$ cat config.mk
export PLATFORM = sky130hd
export DESIGN_NAME = srfo_scan
export DESIGN_NICKNAME = d
export VERILOG_FILES = /design/src/srfo_pkg.sv /design/src/srfo_scan.sv
export SDC_FILE = /design/constraint.sdc
export NUM_CORES = 1
export LEC_CHECK = 0
export BUFFER_PORTS_ARGS = -buffer_cell sky130_fd_sc_hd__clkbuf_2
export CAP_MARGIN = 20
export CORE_ASPECT_RATIO = 1.2
export CORE_MARGIN = 5
export CORE_UTILIZATION = 50
export CTS_CLUSTER_DIAMETER = 50
export DETAILED_ROUTE_END_ITERATION = 6
export PLACE_DENSITY = 0.77
export SLEW_MARGIN = 10
export SYNTH_ARGS = -nofsm -noshare
export SYNTH_HDL_FRONTEND = slang
export SYNTH_SLANG_ARGS = --single-unit
$ cat constraint.sdc
create_clock -name clk -period 10.59 [get_ports clk]
set_clock_uncertainty 0.1 [all_clocks]
set_input_delay 1.5885 -clock clk [delete_from_list [all_inputs] [get_ports clk]]
set_output_delay 1.5885 -clock clk [all_outputs]
set_load 0.005 [all_outputs]
$ cat src/srfo_pkg.sv
// Shared types and constants for the section address translator.
// No dependencies; used by every module under src.
package srfo_pkg;

  localparam int MAX_SECTIONS = 96;
  localparam int HEADER_BYTES = 40;

  localparam int ADDR_W = (MAX_SECTIONS > 1) ? $clog2(MAX_SECTIONS) : 1;
  localparam int CNT_W  = $clog2(MAX_SECTIONS + 1);
  localparam int END_W  = 33;
  localparam int SLOT_W = 7;

  localparam logic [1:0] REG_SECTION_COUNT  = 2'd0;
  localparam logic [1:0] REG_TABLE_POSITION = 2'd1;
  localparam logic [1:0] REG_IMAGE_LENGTH   = 2'd2;

  localparam logic KIND_LOAD      = 1'b0;
  localparam logic KIND_TRANSLATE = 1'b1;

  typedef struct packed {
    logic              kind;
    logic [SLOT_W-1:0] entry_slot;
    logic [31:0]       entry_virtual_base;
    logic [31:0]       entry_raw_base;
    logic [31:0]       query_address;
  } item_t;

  typedef struct packed {
    logic [32:0] file_position;
    logic        bounds_error;
  } result_t;

  typedef struct packed {
    logic [15:0] section_count;
    logic [31:0] table_position;
    logic [31:0] image_length;
  } cfg_t;

  typedef struct packed {
    logic [31:0] virt;
    logic [31:0] raw;
  } entry_t;

  typedef struct packed {
    logic              en;
    logic [ADDR_W-1:0] addr;
    entry_t            data;
  } wr_req_t;

  typedef struct packed {
    logic              en;
    logic [ADDR_W-1:0] addr;
  } rd_req_t;

endpackage

$ cat src/srfo_scan.sv
// Translation sequencer: walks the entry table one slot per cycle, keeps the
// best match, checks header bounds, and forms the result. Depends on srfo_pkg.
module srfo_scan (
  input  logic                clk,
  input  logic                rst,
  input  logic                go,
  input  logic [31:0]         query,
  input  srfo_pkg::cfg_t      cfg,
  output srfo_pkg::rd_req_t   rd,
  input  srfo_pkg::entry_t    rd_data,
  output logic                busy,
  output logic                done,
  output srfo_pkg::result_t   result
);

  typedef enum logic [2:0] {
    S_IDLE   = 3'b001,
    S_SCAN   = 3'b010,
    S_FINISH = 3'b100
  } state_t;

  state_t                      state;
  logic [srfo_pkg::CNT_W-1:0]  idx;
  logic [srfo_pkg::CNT_W-1:0]  limit;
  logic [srfo_pkg::END_W-1:0]  end_acc;
  logic [31:0]                 query_q;
  logic [31:0]                 base;
  logic [31:0]                 raw;
  logic                        err;
  logic                        rd_pend;
  logic                        issue;
  logic [srfo_pkg::CNT_W-1:0]  limit_next;
  logic [31:0]                 diff;

  always_comb begin
    if (cfg.section_count > 16'(srfo_pkg::MAX_SECTIONS)) begin
      limit_next = srfo_pkg::CNT_W'(srfo_pkg::MAX_SECTIONS);
    end else begin
      limit_next = cfg.section_count[srfo_pkg::CNT_W-1:0];
    end
  end

  assign issue   = (state == S_SCAN) && (idx != limit);
  assign rd.en   = issue;
  assign rd.addr = idx[srfo_pkg::ADDR_W-1:0];
  assign busy    = (state != S_IDLE);
  assign diff    = query_q - base;

  always_ff @(posedge clk) begin
    if (rst) begin
      state   <= S_IDLE;
      rd_pend <= 1'b0;
      done    <= 1'b0;
    end else begin
      done    <= 1'b0;
      rd_pend <= issue;
      case (state)
        S_IDLE: begin
          if (go) begin
            state <= S_SCAN;
          end
        end
        S_SCAN: begin
          if (!issue && !rd_pend) begin
            state <= S_FINISH;
          end
        end
        S_FINISH: begin
          done  <= 1'b1;
          state <= S_IDLE;
        end
        default: state <= S_IDLE;
      endcase
    end
  end

  always_ff @(posedge clk) begin
    case (state)
      S_IDLE: begin
        if (go) begin
          query_q <= query;
          idx     <= '0;
          limit   <= limit_next;
          end_acc <= {1'b0, cfg.table_position}
                     + srfo_pkg::END_W'(srfo_pkg::HEADER_BYTES);
          base    <= '0;
          raw     <= '0;
          err     <= 1'b0;
        end
      end
      S_SCAN: begin
        if (issue) begin
          idx     <= idx + 1'b1;
          end_acc <= end_acc + srfo_pkg::END_W'(srfo_pkg::HEADER_BYTES);
          if (end_acc >= {1'b0, cfg.image_length}) begin
            err <= 1'b1;
          end
        end
        if (rd_pend && (query_q >= rd_data.virt) && (base <= rd_data.virt)) begin
          base <= rd_data.virt;
          raw  <= rd_data.raw;
        end
      end
      S_FINISH: begin
        if (err) begin
          result.file_position <= '0;
          result.bounds_error  <= 1'b1;
        end else begin
          result.file_position <= {1'b0, raw} + {1'b0, diff};
          result.bounds_error  <= 1'b0;
        end
      end
      default: ;
    endcase
  end

  a_done_after_finish: assert property (@(posedge clk) disable iff (rst)
    done |-> $past(state == S_FINISH))
    else $error("result strobe without finish step");

  a_error_zero: assert property (@(posedge clk) disable iff (rst)
    (done && result.bounds_error) |-> (result.file_position == '0))
    else $error("bounds failure with nonzero position");

  a_pend_follows_issue: assert property (@(posedge clk) disable iff (rst)
    rd_pend |-> $past(issue))
    else $error("read data pending without a read");

  a_idx_in_range: assert property (@(posedge clk) disable iff (rst)
    (state == S_SCAN) |-> (idx <= limit))
    else $error("scan index past limit");

endmodule

==> out/results.ini, run 1 <==
[placement]
gp_routability_congestion = 0.917
hpwlAfterDp_mm = 24.7
io_buffer_count = 222
detailedPlace.worstSlack_ps = 5180
dpl_cell_area_um2 = 14600

[setup_path]
path_delay_family = compound AO/OA/AOI/OAI gates
worstPathRequired_ps = 10660
slowest_stage = sky130_fd_sc_hd__a31oi_1
worst_path_largest_cell_delay_ps = 450
number_of_buffers_and_inverters_on_the_critical_path = 0
number_of_cells_traversed_by_the_worst_register_to_register_path = 20
timing.critical_path.arrival_ps = 5300
critPathKind = register to register
cp_num_cells = 20
critPathLaunchType = register
timing.critical_path.cells = ha_1, a21o_1, a211o_1, a221o_1, a31oi_1, a31oi_1, a21oi_1, o21bai_1, a21oi_1, xnor2_1, ha_1, a21oi_1, o21ai_0, nor3_1, nand3_1, a41oi_1, o21ai_0, o21ai_0, xor2_1, nor2_1
crit_path_end_kind = register
worstPathMaxFanout = 6

[clock_network]
cts-resized-gates = 0
cts_root_buffer = sky130_fd_sc_hd__clkbuf_16
cts_made_buffers = 17
clk_pin_slew_worst_paths_ps = 70
htree_levels = 4
worst_skew_pair_latency_ps = 440
clock_sinks = 183
cts_hold_buf = 0
cts.repair_timing.setup_buffer_count = 0
cts_buffer_depth = 2
cts_tree = done

[sta]
worst_slew_pin_tran_ps = 769
finalHoldViolations = 0
relSlewSlack_pct = 48.7
finalWorstPathRequiredPeriod_ps = 5220
post-route-worst-setup-slack_ps = 5370
fmax_ghz = 0.192
finalMaxSlewViolations = 0
finalCritPeriodShare_pct = 49.3
rsz0062_at_grt = false
setup_total_negative_slack_ps = 0
finalSetupViolations = 0

[routing]
firstDrtPassIters = 7
remaining_drc_errors = 0
postRouteWirelength_mm = 31.4
vias = 10400
antenna_left = 0
wl_per_cell_um = 16.8
initial_drt_markers = 538
detail_route.vias_per_cell = 5.58

[synthesis]
synth_enable_flop_cells = 178
share_of_the_yosys_chip_area_belonging_to_registers_pct = 41.6
synth.net_count = 1651
synth_top_area_cell = sky130_fd_sc_hd__edfxtp_1
post_synth.cell_area_avg_um2 = 10.0
synthCells = 1304
synth_top_area_share_pct = 40.9
netlist_area_um2 = 13100
synthMostInstantiatedCell = sky130_fd_sc_hd__edfxtp_1
synthArstFlopShare_pct = 0
synth_common_cells = sky130_fd_sc_hd__edfxtp_1, sky130_fd_sc_hd__ha_1, sky130_fd_sc_hd__nor2_1
synth_cell_type_count = 66
synth_top_cells_by_area = sky130_fd_sc_hd__edfxtp_1, sky130_fd_sc_hd__ha_1, sky130_fd_sc_hd__xnor2_1, sky130_fd_sc_hd__nor2_1, sky130_fd_sc_hd__inv_1
ys_seq_elements = 183
yosysWarningCount = 0
synth_flop_cell = sky130_fd_sc_hd__edfxtp_1

[status]
status = completed

[floorplan]
die-area_um2 = 29500
start_util_pct = 51.1
core_um2 = 25600
number_of_top_level_pins = 223
dieWidth_um = 158
die-height_um = 187
rows = 64

[pwr]
power.density_cell_area_nw_per_um2 = 148
max-vdd-ir-drop_v = 0.0000998
cellLeakagePower_nw = 6.92

[job]
timing.max_cap.violations = 0

[global_route]
global_route_wire_length_before_repair_mm = 50.6
grt_pass1_vias = 10500
total_grt_usage_pct = 21.3
antenna_violations_before_repair = 7
globalRoute.totalOverflow = 0
grt_max_degree = 80

[finish]
layout_cell_share_with_drive_strength_beyond_1_pct = 17.8
nets = 1872
fin_util_pct = 59.2
stdcell_area_um2 = 15200
final.fill_count = 2194
area_growth_syn_to_layout_pct = 16.0

[worst_hold_path]
hold_path_depth = 2
hold_class = register to register

cell families after synthesis:
logic type	after synthesis	synth area share, %
mux	28	2.20
simple gates	402	15.4
compound gates	289	14.2
buf+inv	144	4.35
xor+xnor	90	6.02
flops	183	41.6
fa+ha+maj	168	16.2
area by class of cell:
cell class                 count  area (um^2)  share of cell area (%)
multi-input combinational    977         7100                    46.8
sequential                   183         5450                    35.9
timing repair buffer         229         1200                    7.93
inverter                     117          452                    2.98
clock buffer                  17          425                    2.80
tap                          330          413                    2.72
clock inverter                15          136                   0.898
antenna                        1         2.50                  0.0165
metrics by stage:
step | hold WS [ps] | instances | power [mW]
finish | 539 | 1869 | 2.24
global route | 562 | 1869 | 2.38
CTS | 534 | 1866 | 2.24
detailed placement | 520 | 1834 | 1.62
global placement | 516 | 1834 | 1.60
floorplan | 376 | 1304 | 1.44
path summary, 6_finish.rpt:
kind	startpoint	end	slack (ps)
max reg2reg	query_q[7]	result[32]	5370
max	query_q[7]	result[32]	5370
min	rd_pend	state[2]	540
min reg2reg	rd_pend	state[2]	540
layout by cell type (no fill, tap or decap), types with 27 or more instances in the layout:
| cell | Yosys | routed |
|---|---|---|
| sky130_fd_sc_hd__a21o_1 | 56 | 56 |
| sky130_fd_sc_hd__nand2_1 | 65 | 65 |
| sky130_fd_sc_hd__inv_1 | 116 | 116 |
| sky130_fd_sc_hd__and2_1 | 44 | 44 |
| sky130_fd_sc_hd__xnor2_1 | 59 | 59 |
| sky130_fd_sc_hd__edfxtp_1 | 178 | 178 |
| sky130_fd_sc_hd__nand4_1 | 27 | 27 |
| sky130_fd_sc_hd__nand3_1 | 35 | 35 |
| sky130_fd_sc_hd__xor2_1 | 31 | 31 |
| sky130_fd_sc_hd__ha_1 | 166 | 166 |
| sky130_fd_sc_hd__o21ai_0 | 47 | 47 |
| sky130_fd_sc_hd__clkbuf_2 | 0 | 222 |
| sky130_fd_sc_hd__nor2_1 | 124 | 123 |
| sky130_fd_sc_hd__a21oi_1 | 82 | 82 |
worst register-to-register path: stages (launching register included):
cell and delay [ps]:
sky130_fd_sc_hd__edfxtp_1 420, sky130_fd_sc_hd__ha_1 390, sky130_fd_sc_hd__a21o_1 180, sky130_fd_sc_hd__a211o_1 300
sky130_fd_sc_hd__a221o_1 320, sky130_fd_sc_hd__a31oi_1 460, sky130_fd_sc_hd__a31oi_1 170, sky130_fd_sc_hd__a21oi_1 330
sky130_fd_sc_hd__o21bai_1 100, sky130_fd_sc_hd__a21oi_1 180, sky130_fd_sc_hd__xnor2_1 140, sky130_fd_sc_hd__ha_1 310
sky130_fd_sc_hd__a21oi_1 220, sky130_fd_sc_hd__o21ai_0 160, sky130_fd_sc_hd__nor3_1 200, sky130_fd_sc_hd__nand3_1 160
sky130_fd_sc_hd__a41oi_1 330, sky130_fd_sc_hd__o21ai_0 140, sky130_fd_sc_hd__o21ai_0 130, sky130_fd_sc_hd__xor2_1 170
sky130_fd_sc_hd__nor2_1 50
flip-flops by register name, indices dropped and copies added (netlist names):
signal and count:
rd_pend 1, end_acc 33, state 3, limit 7, base 32, query_q 32, raw 32, idx 7
done 1, err 1, result 34
metal layers:
layer	up-vias	track usage, %	share of wire, %
met4	12	7.91	3.1
met2	321	37.1	50
met1	4833	24.9	40
li1	5187	-	-
met3	68	5.69	6.6
met5	-	0	0.26
power breakdown:
group	internal, mW	total (mW)	leakage, nW	switching [mW]
logic	0.313	0.722	4.90	0.408
clock network	0.344	0.620	0.273	0.276
registers	0.865	0.899	1.75	0.0333
total	1.52	2.24	6.92	0.718
Note: power is estimated with default switching activity, not from simulation.
==> inputs of run 2 (changes only) <==
Clock period 10.59 ns to 5.2 ns, I/O delays scaled along.
==> run 2 against run 1 <==
Net effect: sequential power is 100% higher; critical path depth unchanged; sequential share of layout area decreased by 0.21 points; largest cell class unchanged.
==> out/results.ini, run 2 (same netlist as run 1, synthesis figures left out) <==
[global_route]
global_route_wire_length_before_repair_mm = 51.1  ; was 50.6 mm
antenna_violations_before_repair = 5  ; was 7
grt_max_degree = 80  ; unchanged
total_grt_usage_pct = 21.5  ; was 21.3%
grt_pass1_vias = 10700  ; was 10,500
globalRoute.totalOverflow = 0  ; unchanged

[sta]
finalCritPeriodShare_pct = 93.3  ; was 49.3%
fmax_ghz = 0.206  ; was 0.192 GHz
finalMaxSlewViolations = 0  ; unchanged
final.hold.worst_slack_ps = 407  ; was 539 ps
post-route-worst-setup-slack_ps = 347  ; was 5370 ps
finalWorstPathRequiredPeriod_ps = 4850  ; was 5220 ps
finalSetupViolations = 0  ; unchanged
rsz0062_at_grt = false  ; unchanged
relSlewSlack_pct = 53.3  ; was 48.7%
worst_slew_pin_tran_ps = 699  ; was 769 ps
finalHoldViolations = 0  ; unchanged
setup_total_negative_slack_ps = 0  ; unchanged

[placement]
io_buffer_count = 222  ; unchanged
detailedPlace.worstSlack_ps = 290  ; was 5180 ps
hpwlAfterDp_mm = 25.2  ; was 24.7 mm
gp_routability_congestion = 0.904  ; was 0.917

[finish]
final.fill_count = 2211  ; was 2,194
max_reg_flops = 34  ; unchanged
layout_cell_share_with_drive_strength_beyond_1_pct = 18.6  ; was 17.8%
fin_util_pct = 59.6  ; was 59.2%
nets = 1875  ; was 1,872
final_cell_mix = sky130_fd_sc_hd__clkbuf_2, sky130_fd_sc_hd__edfxtp_1, sky130_fd_sc_hd__ha_1  ; unchanged
area_growth_syn_to_layout_pct = 16.7  ; was 16.0%
largest-register = result  ; unchanged
largestRegisters = result (34), end_acc (33)  ; unchanged
mostFrequentLayoutCell = sky130_fd_sc_hd__clkbuf_2  ; unchanged

[setup_path]
worstPathMaxFanout = 6  ; unchanged
timing.critical_path.arrival_ps = 4940  ; was 5300 ps
crit_path_end_kind = register  ; unchanged
worstPathRequired_ps = 5280  ; was 10,660 ps
critPathLaunchType = register  ; unchanged
critPathKind = register to register  ; unchanged

[routing]
wl_met2_mm = 15.6  ; about the same
postRouteWirelength_mm = 31.6  ; was 31.4 mm
met3RoutedLength_mm = 1.95  ; was 2.09 mm
vias = 10300  ; was 10,400
initial_drt_markers = 489  ; was 538
detail_route.vias_per_cell = 5.51  ; was 5.58
wl_per_cell_um = 16.8  ; about the same
remaining_drc_errors = 0  ; unchanged
m1_wire_length_mm = 12.8  ; was 12.6 mm
firstDrtPassIters = 5  ; was 7
antenna_left = 0  ; unchanged
topRoutingLayerUsed = met5  ; unchanged

[clock_network]
htree_levels = 4  ; unchanged
cts_made_buffers = 17  ; unchanged
clk_pin_slew_worst_paths_ps = 80  ; was 70 ps
cts.repair_timing.setup_buffer_count = 0  ; unchanged
cts_root_buffer = sky130_fd_sc_hd__clkbuf_16  ; unchanged
worst_skew_pair_latency_ps = 440  ; about the same
cts_buffer_depth = 2  ; unchanged
cts-resized-gates = 0  ; unchanged
clock_sinks = 183  ; unchanged
cts_hold_buf = 0  ; unchanged
cts_tree = done  ; unchanged

[pwr]
fin_total_pwr_mw = 4.69  ; was 2.24 mW
combinationalPowerShare_pct = 31.7  ; was 32.2%
sw_frac_of_total_pct = 32.4  ; was 32.1%
power.net_switching_mw = 1.52  ; was 0.718 mW
cellLeakagePower_nw = 6.95  ; was 6.92 nW
max-vdd-ir-drop_v = 0.000184  ; was 0.0000998 V
power.density_cell_area_nw_per_um2 = 307  ; was 148 nW/um^2
seq_power_share_pct = 39.0  ; was 40.1%
internal-power_mw = 3.17  ; was 1.52 mW
p_clk_share_pct = 29.3  ; was 27.7%

[floorplan]
dieWidth_um = 158  ; unchanged
rows = 64  ; unchanged
die-height_um = 187  ; unchanged
die-area_um2 = 29500  ; unchanged
start_util_pct = 51.1  ; unchanged
core_um2 = 25600  ; unchanged
number_of_top_level_pins = 223  ; unchanged

[status]
status = completed  ; unchanged

[job]
timing.max_cap.violations = 0  ; unchanged

[worst_hold_path]
hold_class = input pin to register  ; was register to register

-- run 2: cell count changes in the layout (fill, tap and decap cells not counted), moves of 2 or more --
cell / previous run / this run
sky130_fd_sc_hd__buf_4: 5 / 9
sky130_fd_sc_hd__clkinv_1: 4 / 0
sky130_fd_sc_hd__inv_6: 1 / 5
sky130_fd_sc_hd__a21oi_1: 82 / 80
sky130_fd_sc_hd__a21oi_2: 0 / 2
sky130_fd_sc_hd__a41oi_1: 4 / 2
sky130_fd_sc_hd__a41oi_2: 0 / 2
sky130_fd_sc_hd__clkinv_2: 4 / 2
sky130_fd_sc_hd__inv_8: 0 / 2
-- run 2: worst max-delay path: stages (launching register included) --
cell	delay, ps
sky130_fd_sc_hd__edfxtp_1	400
sky130_fd_sc_hd__ha_1	380
sky130_fd_sc_hd__a21o_1	180
sky130_fd_sc_hd__a211o_1	310
sky130_fd_sc_hd__a221o_1	330
sky130_fd_sc_hd__a31oi_1	260
sky130_fd_sc_hd__a31oi_1	170
sky130_fd_sc_hd__a21oi_2	250
sky130_fd_sc_hd__o21bai_1	90
sky130_fd_sc_hd__a21oi_1	170
sky130_fd_sc_hd__xnor2_1	140
sky130_fd_sc_hd__ha_1	310
sky130_fd_sc_hd__a21oi_1	250
sky130_fd_sc_hd__o21ai_0	170
sky130_fd_sc_hd__nor3_1	210
sky130_fd_sc_hd__nand3_1	180
sky130_fd_sc_hd__a41oi_2	270
sky130_fd_sc_hd__o21ai_0	120
sky130_fd_sc_hd__o21ai_0	110
sky130_fd_sc_hd__xor2_1	160
sky130_fd_sc_hd__nor2_1	50
-- run 2: final cells by class --
cell class                      instances  area [um^2]  area share (%)
Tap cell                              330          413            2.70
Clock inverter                         15          190            1.25
Antenna cell                            2         5.00          0.0328
Timing Repair Buffer                  232         1210            7.90
Multi-Input combinational cell        977         7130            46.7
Clock buffer                           17          425            2.79
Inverter                              117          452            2.96
Sequential cell                       183         5450            35.7
-- run 2: per-layer routing --
metal	vias to the layer above	track usage [%]
met1	4792	25.1
met2	265	36.9
met5	-	0
met3	61	5.60
li1	5196	-
met4	8	9.40
-- run 2: path summary, 6_finish.rpt --
kind                 end  slack [ps]  startpoint  depth (start not counted)
max           result[32]         350  query_q[7]                         20
min          query_q[18]         410   query[18]                          1
max reg2reg   result[32]         350  query_q[7]                         20
min reg2reg     state[2]         490     rd_pend                          2
-- run 2: stage by stage --
step           cells  instance area (um^2)
6_report        1873                 15300
2_1_floorplan   1304                 13100
5_1_grt         1872                 15300
3_5_place_dp    1839                 14600
3_3_place_gp    1838                 14600
4_1_cts         1871                 15200
-- run 2: power by group through the flow --
| stage | Clock [mW] | Sequential, mW | Combinational [mW] |
|---|---|---|---|
| after detailed placement | 0 | 1.86 | 1.46 |
| after global routing | 1.46 | 1.84 | 1.68 |
| after CTS | 1.40 | 1.83 | 1.47 |
| final | 1.37 | 1.83 | 1.49 |
| after floorplan | 0 | 1.84 | 1.09 |
| after global placement | 0 | 1.86 | 1.42 |
